===== src/rtl/xsg_pkg.sv =====
package xsg_pkg;

   localparam int WORD_W  = 64;
   localparam int GEN_WORDS = 4;
   localparam int WIDX_W  = $clog2(GEN_WORDS);
   localparam int MODE_W  = 2;
   localparam int HALF_W  = WORD_W / 2;

   localparam logic [WORD_W-1:0] GOLDEN_GAMMA = 64'h9e3779b97f4a7c15;
   localparam logic [WORD_W-1:0] MIX_MUL_A    = 64'hbf58476d1ce4e5b9;
   localparam logic [WORD_W-1:0] MIX_MUL_B    = 64'h94d049bb133111eb;

   localparam int ROT_PP  = 23;
   localparam int ROT_SS  = 7;
   localparam int SHL_ADV = 17;
   localparam int ROT_ADV = 45;
   localparam int MIX_SH0 = 30;
   localparam int MIX_SH1 = 27;
   localparam int MIX_SH2 = 31;

   localparam logic [MODE_W-1:0] MODE_DRAW_PP = 2'd0;
   localparam logic [MODE_W-1:0] MODE_DRAW_SS = 2'd1;
   localparam logic [MODE_W-1:0] MODE_RESEED  = 2'd2;

   // multiply partial-product phases
   localparam logic [1:0] MUL_LL = 2'd0;
   localparam logic [1:0] MUL_LH = 2'd1;
   localparam logic [1:0] MUL_HL = 2'd2;

   typedef struct packed {
      logic       seed_load;   // acc <= seed, word index <= 0
      logic       seed_zero;   // seed with 0 instead of the item's seed
      logic       step_add;    // acc += gamma, x <= mix of new acc
      logic       mul_en;
      logic [1:0] mul_phase;
      logic       mul_b;       // second mix constant
      logic       load_xb;     // x <= p ^ (p >> 27)
      logic       store_word;  // w[idx] <= finalized p
      logic       draw_en;     // scramble + advance, load result
      logic       draw_star;   // ** scrambler
   } dp_cmd_type;

   typedef struct packed {
      logic last_word;
   } dp_status_type;

   function automatic logic [WORD_W-1:0] rotl64(logic [WORD_W-1:0] x, int amt);
      return (x << amt) | (x >> (WORD_W - amt));
   endfunction

endpackage


===== src/rtl/xsg_datapath.sv =====
module xsg_datapath (
   input  logic                        clock,
   input  xsg_pkg::dp_cmd_type         cmd,
   input  logic [xsg_pkg::WORD_W-1:0]  seed_value,
   output xsg_pkg::dp_status_type      status,
   output logic [xsg_pkg::WORD_W-1:0]  random_word
);
   import xsg_pkg::*;

   logic [WORD_W-1:0] w_ff [GEN_WORDS];
   logic [WORD_W-1:0] w_in [GEN_WORDS];
   logic [WORD_W-1:0] acc_ff, acc_in;
   logic [WORD_W-1:0] x_ff, x_in;
   logic [WORD_W-1:0] p_ff, p_in;
   logic [WIDX_W-1:0] idx_ff, idx_in;
   logic [WORD_W-1:0] word_ff, word_in;

   logic [WORD_W-1:0] acc_next, mul_c, prod, fin;
   logic [HALF_W-1:0] mul_a, mul_b;
   logic [WORD_W-1:0] pp_sum, pp_x5, pp_r, ss_r, scr;
   logic [WORD_W-1:0] a02, a31, t17;

   // one shared 32x32 multiplier, low 64 bits built over three phases
   always_comb begin
      mul_c = cmd.mul_b ? MIX_MUL_B : MIX_MUL_A;
      mul_a = x_ff[HALF_W-1:0];
      mul_b = mul_c[HALF_W-1:0];
      case (cmd.mul_phase)
         MUL_LL: begin
            mul_a = x_ff[HALF_W-1:0];
            mul_b = mul_c[HALF_W-1:0];
         end
         MUL_LH: begin
            mul_a = x_ff[HALF_W-1:0];
            mul_b = mul_c[WORD_W-1:HALF_W];
         end
         MUL_HL: begin
            mul_a = x_ff[WORD_W-1:HALF_W];
            mul_b = mul_c[HALF_W-1:0];
         end
         default: begin
            mul_a = x_ff[HALF_W-1:0];
            mul_b = mul_c[HALF_W-1:0];
         end
      endcase
      prod = {{HALF_W{1'b0}}, mul_a} * {{HALF_W{1'b0}}, mul_b};
   end

   assign acc_next = acc_ff + GOLDEN_GAMMA;
   assign fin      = p_ff ^ (p_ff >> MIX_SH2);

   // scramblers
   always_comb begin
      pp_sum = w_ff[0] + w_ff[3];
      pp_r   = rotl64(pp_sum, ROT_PP) + w_ff[0];
      pp_x5  = w_ff[1] + (w_ff[1] << 2);
      ss_r   = rotl64(pp_x5, ROT_SS);
      scr    = cmd.draw_star ? (ss_r + (ss_r << 3)) : pp_r;
   end

   assign a02 = w_ff[2] ^ w_ff[0];
   assign a31 = w_ff[3] ^ w_ff[1];
   assign t17 = w_ff[1] << SHL_ADV;

   always_comb begin
      acc_in  = acc_ff;
      x_in    = x_ff;
      p_in    = p_ff;
      idx_in  = idx_ff;
      word_in = word_ff;
      for (int i = 0; i < GEN_WORDS; i++) w_in[i] = w_ff[i];

      if (cmd.seed_load) begin
         acc_in = cmd.seed_zero ? '0 : seed_value;
         idx_in = '0;
      end
      if (cmd.step_add) begin
         acc_in = acc_next;
         x_in   = acc_next ^ (acc_next >> MIX_SH0);
      end
      if (cmd.load_xb) x_in = p_ff ^ (p_ff >> MIX_SH1);
      if (cmd.mul_en) begin
         if (cmd.mul_phase == MUL_LL) begin
            p_in = prod;
         end else begin
            p_in[WORD_W-1:HALF_W] = p_ff[WORD_W-1:HALF_W] + prod[HALF_W-1:0];
         end
      end
      if (cmd.store_word) begin
         w_in[idx_ff] = fin;
         idx_in       = idx_ff + 1'b1;
      end
      if (cmd.draw_en) begin
         word_in = scr;
         w_in[0] = w_ff[0] ^ a31;
         w_in[1] = w_ff[1] ^ a02;
         w_in[2] = a02 ^ t17;
         w_in[3] = rotl64(a31, ROT_ADV);
      end
   end

   always_ff @(posedge clock) begin
      acc_ff  <= acc_in;
      x_ff    <= x_in;
      p_ff    <= p_in;
      idx_ff  <= idx_in;
      word_ff <= word_in;
      for (int i = 0; i < GEN_WORDS; i++) w_ff[i] <= w_in[i];
   end

   assign status.last_word = (idx_ff == WIDX_W'(GEN_WORDS - 1));
   assign random_word      = word_ff;

endmodule


===== src/rtl/xsg_controller.sv =====
module xsg_controller (
   input  logic                        clock,
   input  logic                        reset,
   input  logic                        req_tvalid,
   output logic                        req_tready,
   input  logic [xsg_pkg::MODE_W-1:0]  req_mode,
   output logic                        rsp_tvalid,
   input  logic                        rsp_tready,
   input  xsg_pkg::dp_status_type      status,
   output xsg_pkg::dp_cmd_type         cmd
);
   import xsg_pkg::*;

   typedef enum logic [10:0] {
      ST_IDLE  = 11'b00000000001,
      ST_ADD   = 11'b00000000010,
      ST_MA0   = 11'b00000000100,
      ST_MA1   = 11'b00000001000,
      ST_MA2   = 11'b00000010000,
      ST_XB    = 11'b00000100000,
      ST_MB0   = 11'b00001000000,
      ST_MB1   = 11'b00010000000,
      ST_MB2   = 11'b00100000000,
      ST_STORE = 11'b01000000000,
      ST_DRAW  = 11'b10000000000
   } ctl_state_type;

   ctl_state_type state_ff, state_in;
   logic seeded_ff, seeded_in;
   logic pend_ff, pend_in;
   logic pend_star_ff, pend_star_in;
   logic rsp_valid_ff, rsp_valid_in;
   logic req_fire;

   assign req_tready = (state_ff == ST_IDLE) && (!rsp_valid_ff || rsp_tready);
   assign req_fire   = req_tvalid && req_tready;
   assign rsp_tvalid = rsp_valid_ff;

   always_comb begin
      state_in     = state_ff;
      seeded_in    = seeded_ff;
      pend_in      = pend_ff;
      pend_star_in = pend_star_ff;
      rsp_valid_in = rsp_valid_ff && !rsp_tready;
      cmd          = '0;

      case (state_ff)
         ST_IDLE: begin
            if (req_fire) begin
               case (req_mode)
                  MODE_RESEED: begin
                     cmd.seed_load = 1'b1;
                     seeded_in     = 1'b1;
                     state_in      = ST_ADD;
                  end
                  MODE_DRAW_PP, MODE_DRAW_SS: begin
                     if (seeded_ff) begin
                        cmd.draw_en   = 1'b1;
                        cmd.draw_star = (req_mode == MODE_DRAW_SS);
                        rsp_valid_in  = 1'b1;
                     end else begin
                        cmd.seed_load = 1'b1;
                        cmd.seed_zero = 1'b1;
                        seeded_in     = 1'b1;
                        pend_in       = 1'b1;
                        pend_star_in  = (req_mode == MODE_DRAW_SS);
                        state_in      = ST_ADD;
                     end
                  end
                  default: ;
               endcase
            end
         end
         ST_ADD: begin
            cmd.step_add = 1'b1;
            state_in     = ST_MA0;
         end
         ST_MA0: begin
            cmd.mul_en    = 1'b1;
            cmd.mul_phase = MUL_LL;
            state_in      = ST_MA1;
         end
         ST_MA1: begin
            cmd.mul_en    = 1'b1;
            cmd.mul_phase = MUL_LH;
            state_in      = ST_MA2;
         end
         ST_MA2: begin
            cmd.mul_en    = 1'b1;
            cmd.mul_phase = MUL_HL;
            state_in      = ST_XB;
         end
         ST_XB: begin
            cmd.load_xb = 1'b1;
            state_in    = ST_MB0;
         end
         ST_MB0: begin
            cmd.mul_en    = 1'b1;
            cmd.mul_b     = 1'b1;
            cmd.mul_phase = MUL_LL;
            state_in      = ST_MB1;
         end
         ST_MB1: begin
            cmd.mul_en    = 1'b1;
            cmd.mul_b     = 1'b1;
            cmd.mul_phase = MUL_LH;
            state_in      = ST_MB2;
         end
         ST_MB2: begin
            cmd.mul_en    = 1'b1;
            cmd.mul_b     = 1'b1;
            cmd.mul_phase = MUL_HL;
            state_in      = ST_STORE;
         end
         ST_STORE: begin
            cmd.store_word = 1'b1;
            if (!status.last_word) begin
               state_in = ST_ADD;
            end else if (pend_ff) begin
               state_in = ST_DRAW;
            end else begin
               state_in = ST_IDLE;
            end
         end
         ST_DRAW: begin
            // output slot was free when the draw item was taken
            cmd.draw_en   = 1'b1;
            cmd.draw_star = pend_star_ff;
            rsp_valid_in  = 1'b1;
            pend_in       = 1'b0;
            state_in      = ST_IDLE;
         end
         default: begin
            state_in = ST_IDLE;
         end
      endcase
   end

   always_ff @(posedge clock) begin
      if (reset) begin
         state_ff     <= ST_IDLE;
         seeded_ff    <= 1'b0;
         pend_ff      <= 1'b0;
         pend_star_ff <= 1'b0;
         rsp_valid_ff <= 1'b0;
      end else begin
         state_ff     <= state_in;
         seeded_ff    <= seeded_in;
         pend_ff      <= pend_in;
         pend_star_ff <= pend_star_in;
         rsp_valid_ff <= rsp_valid_in;
      end
   end

endmodule


===== src/rtl/xoshiro256_generator_top.sv =====
// Draw (mode 0/1) on a seeded state: result valid the next cycle after accept,
// one item every cycle while results are taken.
// Reseed (mode 2): 4 splitmix64 words, built one after another on one 32x32 multiplier.
// First draw after reset seeds with 0 first, then draws; no new item is taken meanwhile.
// Reset (synchronous, active high) clears control and the seeded flag; state words load on seeding.
module xoshiro256_generator_top (
   input  logic                        clock,
   input  logic                        reset,
   // input items
   input  logic                        req_tvalid,
   output logic                        req_tready,
   input  logic [xsg_pkg::WORD_W-1:0]  req_tdata,   // [63:0] seed_value
   input  logic [xsg_pkg::MODE_W-1:0]  req_tuser,   // [1:0] mode
   // result items
   output logic                        rsp_tvalid,
   input  logic                        rsp_tready,
   output logic [xsg_pkg::WORD_W-1:0]  rsp_tdata    // [63:0] random_word
);
   import xsg_pkg::*;

   // Controller sequences the splitmix64 seeding (add, mix-A multiply in three
   // partial products, xor-shift, mix-B likewise, store) and issues draws. Datapath holds
   // the 256-bit state, the splitmix accumulator and the result register.
   dp_cmd_type    cmd;
   dp_status_type status;

   xsg_controller u_controller (
      .clock      (clock),
      .reset      (reset),
      .req_tvalid (req_tvalid),
      .req_tready (req_tready),
      .req_mode   (req_tuser),
      .rsp_tvalid (rsp_tvalid),
      .rsp_tready (rsp_tready),
      .status     (status),
      .cmd        (cmd)
   );

   // Result register sits in the datapath; it only loads on a draw, which the
   // controller allows only when the slot is empty or being emptied.
   xsg_datapath u_datapath (
      .clock       (clock),
      .cmd         (cmd),
      .seed_value  (req_tdata),
      .status      (status),
      .random_word (rsp_tdata)
   );

endmodule


===== config.mk =====
export PLATFORM = sky130hd
export DESIGN_NAME = xoshiro256_generator_top
export DESIGN_NICKNAME = d
export VERILOG_FILES = /design/src/rtl/xsg_pkg.sv /design/src/rtl/xsg_datapath.sv /design/src/rtl/xsg_controller.sv /design/src/rtl/xoshiro256_generator_top.sv
export SDC_FILE = /design/constraint.sdc
export NUM_CORES = 2
export LEC_CHECK = 0
export BUFFER_PORTS_ARGS = -buffer_cell sky130_fd_sc_hd__clkbuf_2
export CAP_MARGIN = 20
export CORE_MARGIN = 2
export CORE_UTILIZATION = 60
export CTS_CLUSTER_SIZE = 12
export DETAILED_ROUTE_END_ITERATION = 7
export GPL_TIMING_DRIVEN = 0
export PLACE_DENSITY = 0.88
export SLEW_MARGIN = 40
export SYNTH_ARGS = -nofsm -noshare
export SYNTH_HDL_FRONTEND = slang
export SYNTH_HIERARCHICAL = 1
export SYNTH_SLANG_ARGS = --single-unit
export TNS_END_PERCENT = 5

===== constraint.sdc =====
create_clock -name clock -period 34.2 [get_ports clock]
set_input_delay 5.13 -clock clock [delete_from_list [all_inputs] [get_ports clock]]
set_output_delay 5.13 -clock clock [all_outputs]
set_load 0.005 [all_outputs]

==> flow_summary.html <==
<table>
<tr><th>Metric</th><th>Value</th></tr>
<tr><th colspan="2">Setup path</th></tr>
<tr><td>Endpoint of the most critical register-to-register path</td><td>u_datapath/p_ff[63]$_DFFE_PP_</td></tr>
<tr><td>Data arrival time at the worst-slack endpoint</td><td>roughly 15 ns</td></tr>
<tr><td>CP Capture Type</td><td>flip-flop</td></tr>
<tr><td>Critical path origin</td><td>u_controller/state_ff[9]$_SDFFE_PP0P_</td></tr>
<tr><td>Largest stage delay, worst path</td><td>between 0.8 and 0.9 ns</td></tr>
<tr><td>Required time worst endpoint</td><td>~35 ns</td></tr>
<tr><td>R2r setup slk</td><td>approximately 20 ns</td></tr>
<tr><td>End of the critical path</td><td>u_datapath/p_ff[63]$_DFFE_PP_</td></tr>
<tr><td>Startpoint Class</td><td>flip-flop</td></tr>
<tr><td>Class of the most critical setup path</td><td>reg2reg</td></tr>
<tr><td>Maximum net fanout on the critical path</td><td>10</td></tr>
<tr><td>Most used cell, CP</td><td>fa_1</td></tr>
<tr><td>Reg2reg start</td><td>u_controller/state_ff[9]$_SDFFE_PP0P_</td></tr>
<tr><td>Slowest library cell on the worst path</td><td>nor2_2</td></tr>
<tr><td>R2r worst-path depth</td><td>between 40 and 50</td></tr>
<tr><th colspan="2">Synthesis</th></tr>
<tr><td>Mean cell area of the mapped netlist</td><td>~9.6 um^2</td></tr>
<tr><td>Total standard cell area after synthesis</td><td>~0.072 mm^2</td></tr>
<tr><td>Post-synthesis cell type count</td><td>100</td></tr>
<tr><td>Warnings, synthesis</td><td>6</td></tr>
<tr><td>Post-Syn Instances</td><td>7466</td></tr>
<tr><td>Number of enable flip-flop cells after synthesis</td><td>slightly above 500</td></tr>
<tr><td>Fraction of the yosys area taken by sequential cells</td><td>a little over a fifth</td></tr>
<tr><td>Async S/R FF share, synth</td><td>0%</td></tr>
<tr><td>Post-synth top flop</td><td>edfxtp_1</td></tr>
<tr><td>Number of synthesized register bits</td><td>529</td></tr>
<tr><th colspan="2">CTS</th></tr>
<tr><td>Clock latency on the worst-skew pair</td><td>0.68 ns</td></tr>
<tr><td>Maximum clock path buffer count</td><td>3</td></tr>
<tr><td>CTS H-Tree Depth</td><td>2</td></tr>
<tr><td>Number of buffers inserted during clock tree synthesis</td><td>between 50 and 60</td></tr>
<tr><td>Number of buffers inserted for hold repair after clock tree synthesis</td><td>0</td></tr>
<tr><td>Clock slew at reported path FFs</td><td>0.06 ns</td></tr>
<tr><td>Resized Gates After CTS</td><td>0</td></tr>
<tr><td>Root buffer cell</td><td>clkbuf_16</td></tr>
<tr><td>Post-CTS setup-driven buffer insertion count</td><td>0</td></tr>
<tr><td>Num Clock Sinks</td><td>roughly 530</td></tr>
<tr><td>CTS tree</td><td>done</td></tr>
<tr><th colspan="2">Timing</th></tr>
<tr><td>Post-route clock period utilization</td><td>42.0%</td></tr>
<tr><td>Worst relative slew slack</td><td>16.4%</td></tr>
<tr><td>Max-slew violation count</td><td>0</td></tr>
<tr><td>Post-route clock skew</td><td>0.0372 ns</td></tr>
<tr><td>Worst-margin pin slew</td><td>1.25 ns</td></tr>
<tr><td>Setup Viol. Count Final</td><td>0</td></tr>
<tr><td>Post-route setup TNS</td><td>0 ns</td></tr>
<tr><td>RSZ-0062 raised after global routing</td><td>false</td></tr>
<tr><td>Post-layout worst setup margin</td><td>approximately 20 ns</td></tr>
<tr><td>Maximum operating frequency</td><td>69.6 MHz</td></tr>
<tr><td>Count of endpoints failing hold in the final timing report</td><td>0</td></tr>
<tr><td>Period minus WS final</td><td>approximately 14 ns</td></tr>
<tr><th colspan="2">Cells and area</th></tr>
<tr><td>Commonest cells after routing, fill and taps aside</td><td>inv_1, fa_1, ha_1, edfxtp_1, nand2_1</td></tr>
<tr><td>Fin util</td><td>64.9%</td></tr>
<tr><td>Share of post-route cells with drive strength above 1</td><td>about 5.8%</td></tr>
<tr><td>Most frequent standard cell in the layout excluding fill and tap cells</td><td>inv_1</td></tr>
<tr><td>Area growth from synthesis to layout</td><td>7.12%</td></tr>
<tr><td>Net count of the finished layout</td><td>between 9000 and 10000</td></tr>
<tr><th colspan="2">Job</th></tr>
<tr><td>Max cap viols</td><td>0</td></tr>
<tr><th colspan="2">Floorplanning</th></tr>
<tr><td>Effective utilization at floorplan</td><td>between 60% and 70%</td></tr>
<tr><td># IOs</td><td>between 100 and 150</td></tr>
<tr><td>Y dimension of the die</td><td>between 300 and 400 um</td></tr>
<tr><td>Die footprint</td><td>0.122 mm^2</td></tr>
<tr><td>Rows</td><td>126</td></tr>
<tr><td>Core box area</td><td>~0.12 mm^2</td></tr>
<tr><td>DIE WIDTH</td><td>about 350 um</td></tr>
<tr><th colspan="2">Drt</th></tr>
<tr><td>Routed via count divided by cell count</td><td>roughly 6.7</td></tr>
<tr><td>Number of antenna-violating nets in the routed design</td><td>0</td></tr>
<tr><td>Post-route DRC</td><td>1</td></tr>
<tr><td>Routed vias</td><td>slightly above 60000</td></tr>
<tr><td>Total iterations of the first detailed-routing run</td><td>8</td></tr>
<tr><td>Total length of routed wires</td><td>301000 um</td></tr>
<tr><td>Iter 0 DRT Violations</td><td>approximately 8000</td></tr>
<tr><td>Routed length per instance</td><td>roughly 32 um</td></tr>
<tr><th colspan="2">Global route</th></tr>
<tr><td>GRT overflow</td><td>0</td></tr>
<tr><td>Maximum number of pins on one net before global-route repair</td><td>65</td></tr>
<tr><td>Number of global-route vias before repair</td><td>a little over 60000</td></tr>
<tr><td>First-pass GRT wire length</td><td>between 400000 and 500000 um</td></tr>
<tr><td>Global-route usage over all layers</td><td>about half</td></tr>
<tr><td>Antenna violations before repair</td><td>20</td></tr>
<tr><th colspan="2">Place</th></tr>
<tr><td>Weighted congestion at the end of routability-driven global placement</td><td>1.11</td></tr>
<tr><td>Pre-CTS setup slack</td><td>between 20 and 25 ns</td></tr>
<tr><td>Number of port buffers</td><td>approximately 140</td></tr>
<tr><td>Half-perimeter wire length after detailed placement</td><td>248000 um</td></tr>
<tr><th colspan="2">Outcome</th></tr>
<tr><td>Violations in the final reports</td><td>DRC</td></tr>
<tr><td>Status</td><td>finished, violations left</td></tr>
<tr><th colspan="2">Hold path</th></tr>
<tr><td>Hold WC Path Type</td><td>reg2reg</td></tr>
</table>
==> sequential cells by signal, indices dropped and copies added, names as in the netlist, 2 cells and up <==
signal,count
u_controller/state_ff,11
u_datapath/acc_ff,64
u_datapath/random_word,64
u_datapath/x_ff,64
u_datapath/p_ff,64
u_datapath/idx_ff,2
u_datapath/w_ff,256
==> cell usage after synthesis, types with 70 or more instances <==
cell type	count	area (um^2)
nand2b_1	70	438
a22o_1	285	2500
ha_1	619	7740
inv_1	1057	3970
a21oi_1	403	2020
nand4_1	78	488
nand3_1	90	450
fa_1	817	16400
xnor2_1	451	3950
xor2_1	345	3020
nand2_1	482	1810
edfxtp_1	514	15400
a21o_1	253	1900
nor2_1	473	1780
clkbuf_1	272	1020
o21ai_0	320	1600
nor3_1	76	380
==> through the flow <==
stage / area (um^2) / cells / hold slack, ns
2_1_floorplan: 71600 / 7468 / 0.453
5_1_grt: 76700 / 9252 / 0.511
3_3_place_gp: 74200 / 9139 / 0.473
6_report: 76700 / 9260 / 0.485
4_1_cts: 76400 / 9248 / 0.481
3_5_place_dp: 74800 / 9158 / 0.469
==> layer usage <==
metal,vias to the layer above,global-route usage [%],routed length (um)
li1,25866,-,-
met1,30011,53.9,96700
met2,4671,76.3,133000
met3,1561,13.8,33500
met4,20,47.8,37600
met5,-,0,150
==> kinds of logic (layout without fill, tap and decap cells) <==
family | count (synthesis) | count (layout) | synth area share [%]
compound gates | 1700 | 1700 | 16.0
simple gates | 1558 | 1558 | 10.2
fa+ha+maj | 1437 | 1437 | 33.7
buf+inv | 1365 | 1610 | 7.20
xor+xnor | 797 | 797 | 9.77
flops | 529 | 529 | 22.0
mux | 79 | 79 | 1.20
other cells | 1 | 14 | 0.00524
==> critical path: cells and delay by family, from the launching register on <==
kind            cells  cell delay (ns)
fa+ha+maj          10             4.76
simple gates       11             3.56
compound gates     13             3.04
buf+inv             8             1.92
xor+xnor            1             0.45
flops               1             0.34
==> area by class of cell <==
| cell class | count | area (um^2) |
|---|---|---|
| antenna | 11 | 27.5 |
| inverter | 1062 | 3990 |
| tap | 1536 | 1920 |
| timing repair buffer | 155 | 962 |
| buffer | 303 | 1220 |
| fill | 9725 | 41500 |
| clock buffer | 74 | 1460 |
| clock inverter | 16 | 130 |
| sequential | 529 | 15700 |
| multi-input combinational | 5574 | 51300 |
==> how the worst min path moves through the flow <==
stage,from,end,slack (ns),cells past startpoint
floorplan,u_controller/pend_ff$_SDFFE_PP0P_,u_controller/state_ff[10]$_SDFFE_PP0P_,0.45,2
global placement,u_controller/pend_ff$_SDFFE_PP0P_,u_controller/state_ff[10]$_SDFFE_PP0P_,0.47,2
detailed placement,u_controller/pend_ff$_SDFFE_PP0P_,u_controller/state_ff[10]$_SDFFE_PP0P_,0.47,2
CTS,u_controller/pend_ff$_SDFFE_PP0P_,u_controller/state_ff[10]$_SDFFE_PP0P_,0.48,2
global route,u_controller/pend_ff$_SDFFE_PP0P_,u_controller/state_ff[10]$_SDFFE_PP0P_,0.51,2
finish,u_controller/pend_ff$_SDFFE_PP0P_,u_controller/state_ff[10]$_SDFFE_PP0P_,0.49,2
Power is not shown: default switching activity piles up to over one toggle a cycle in this logic, so the estimate is an artifact.
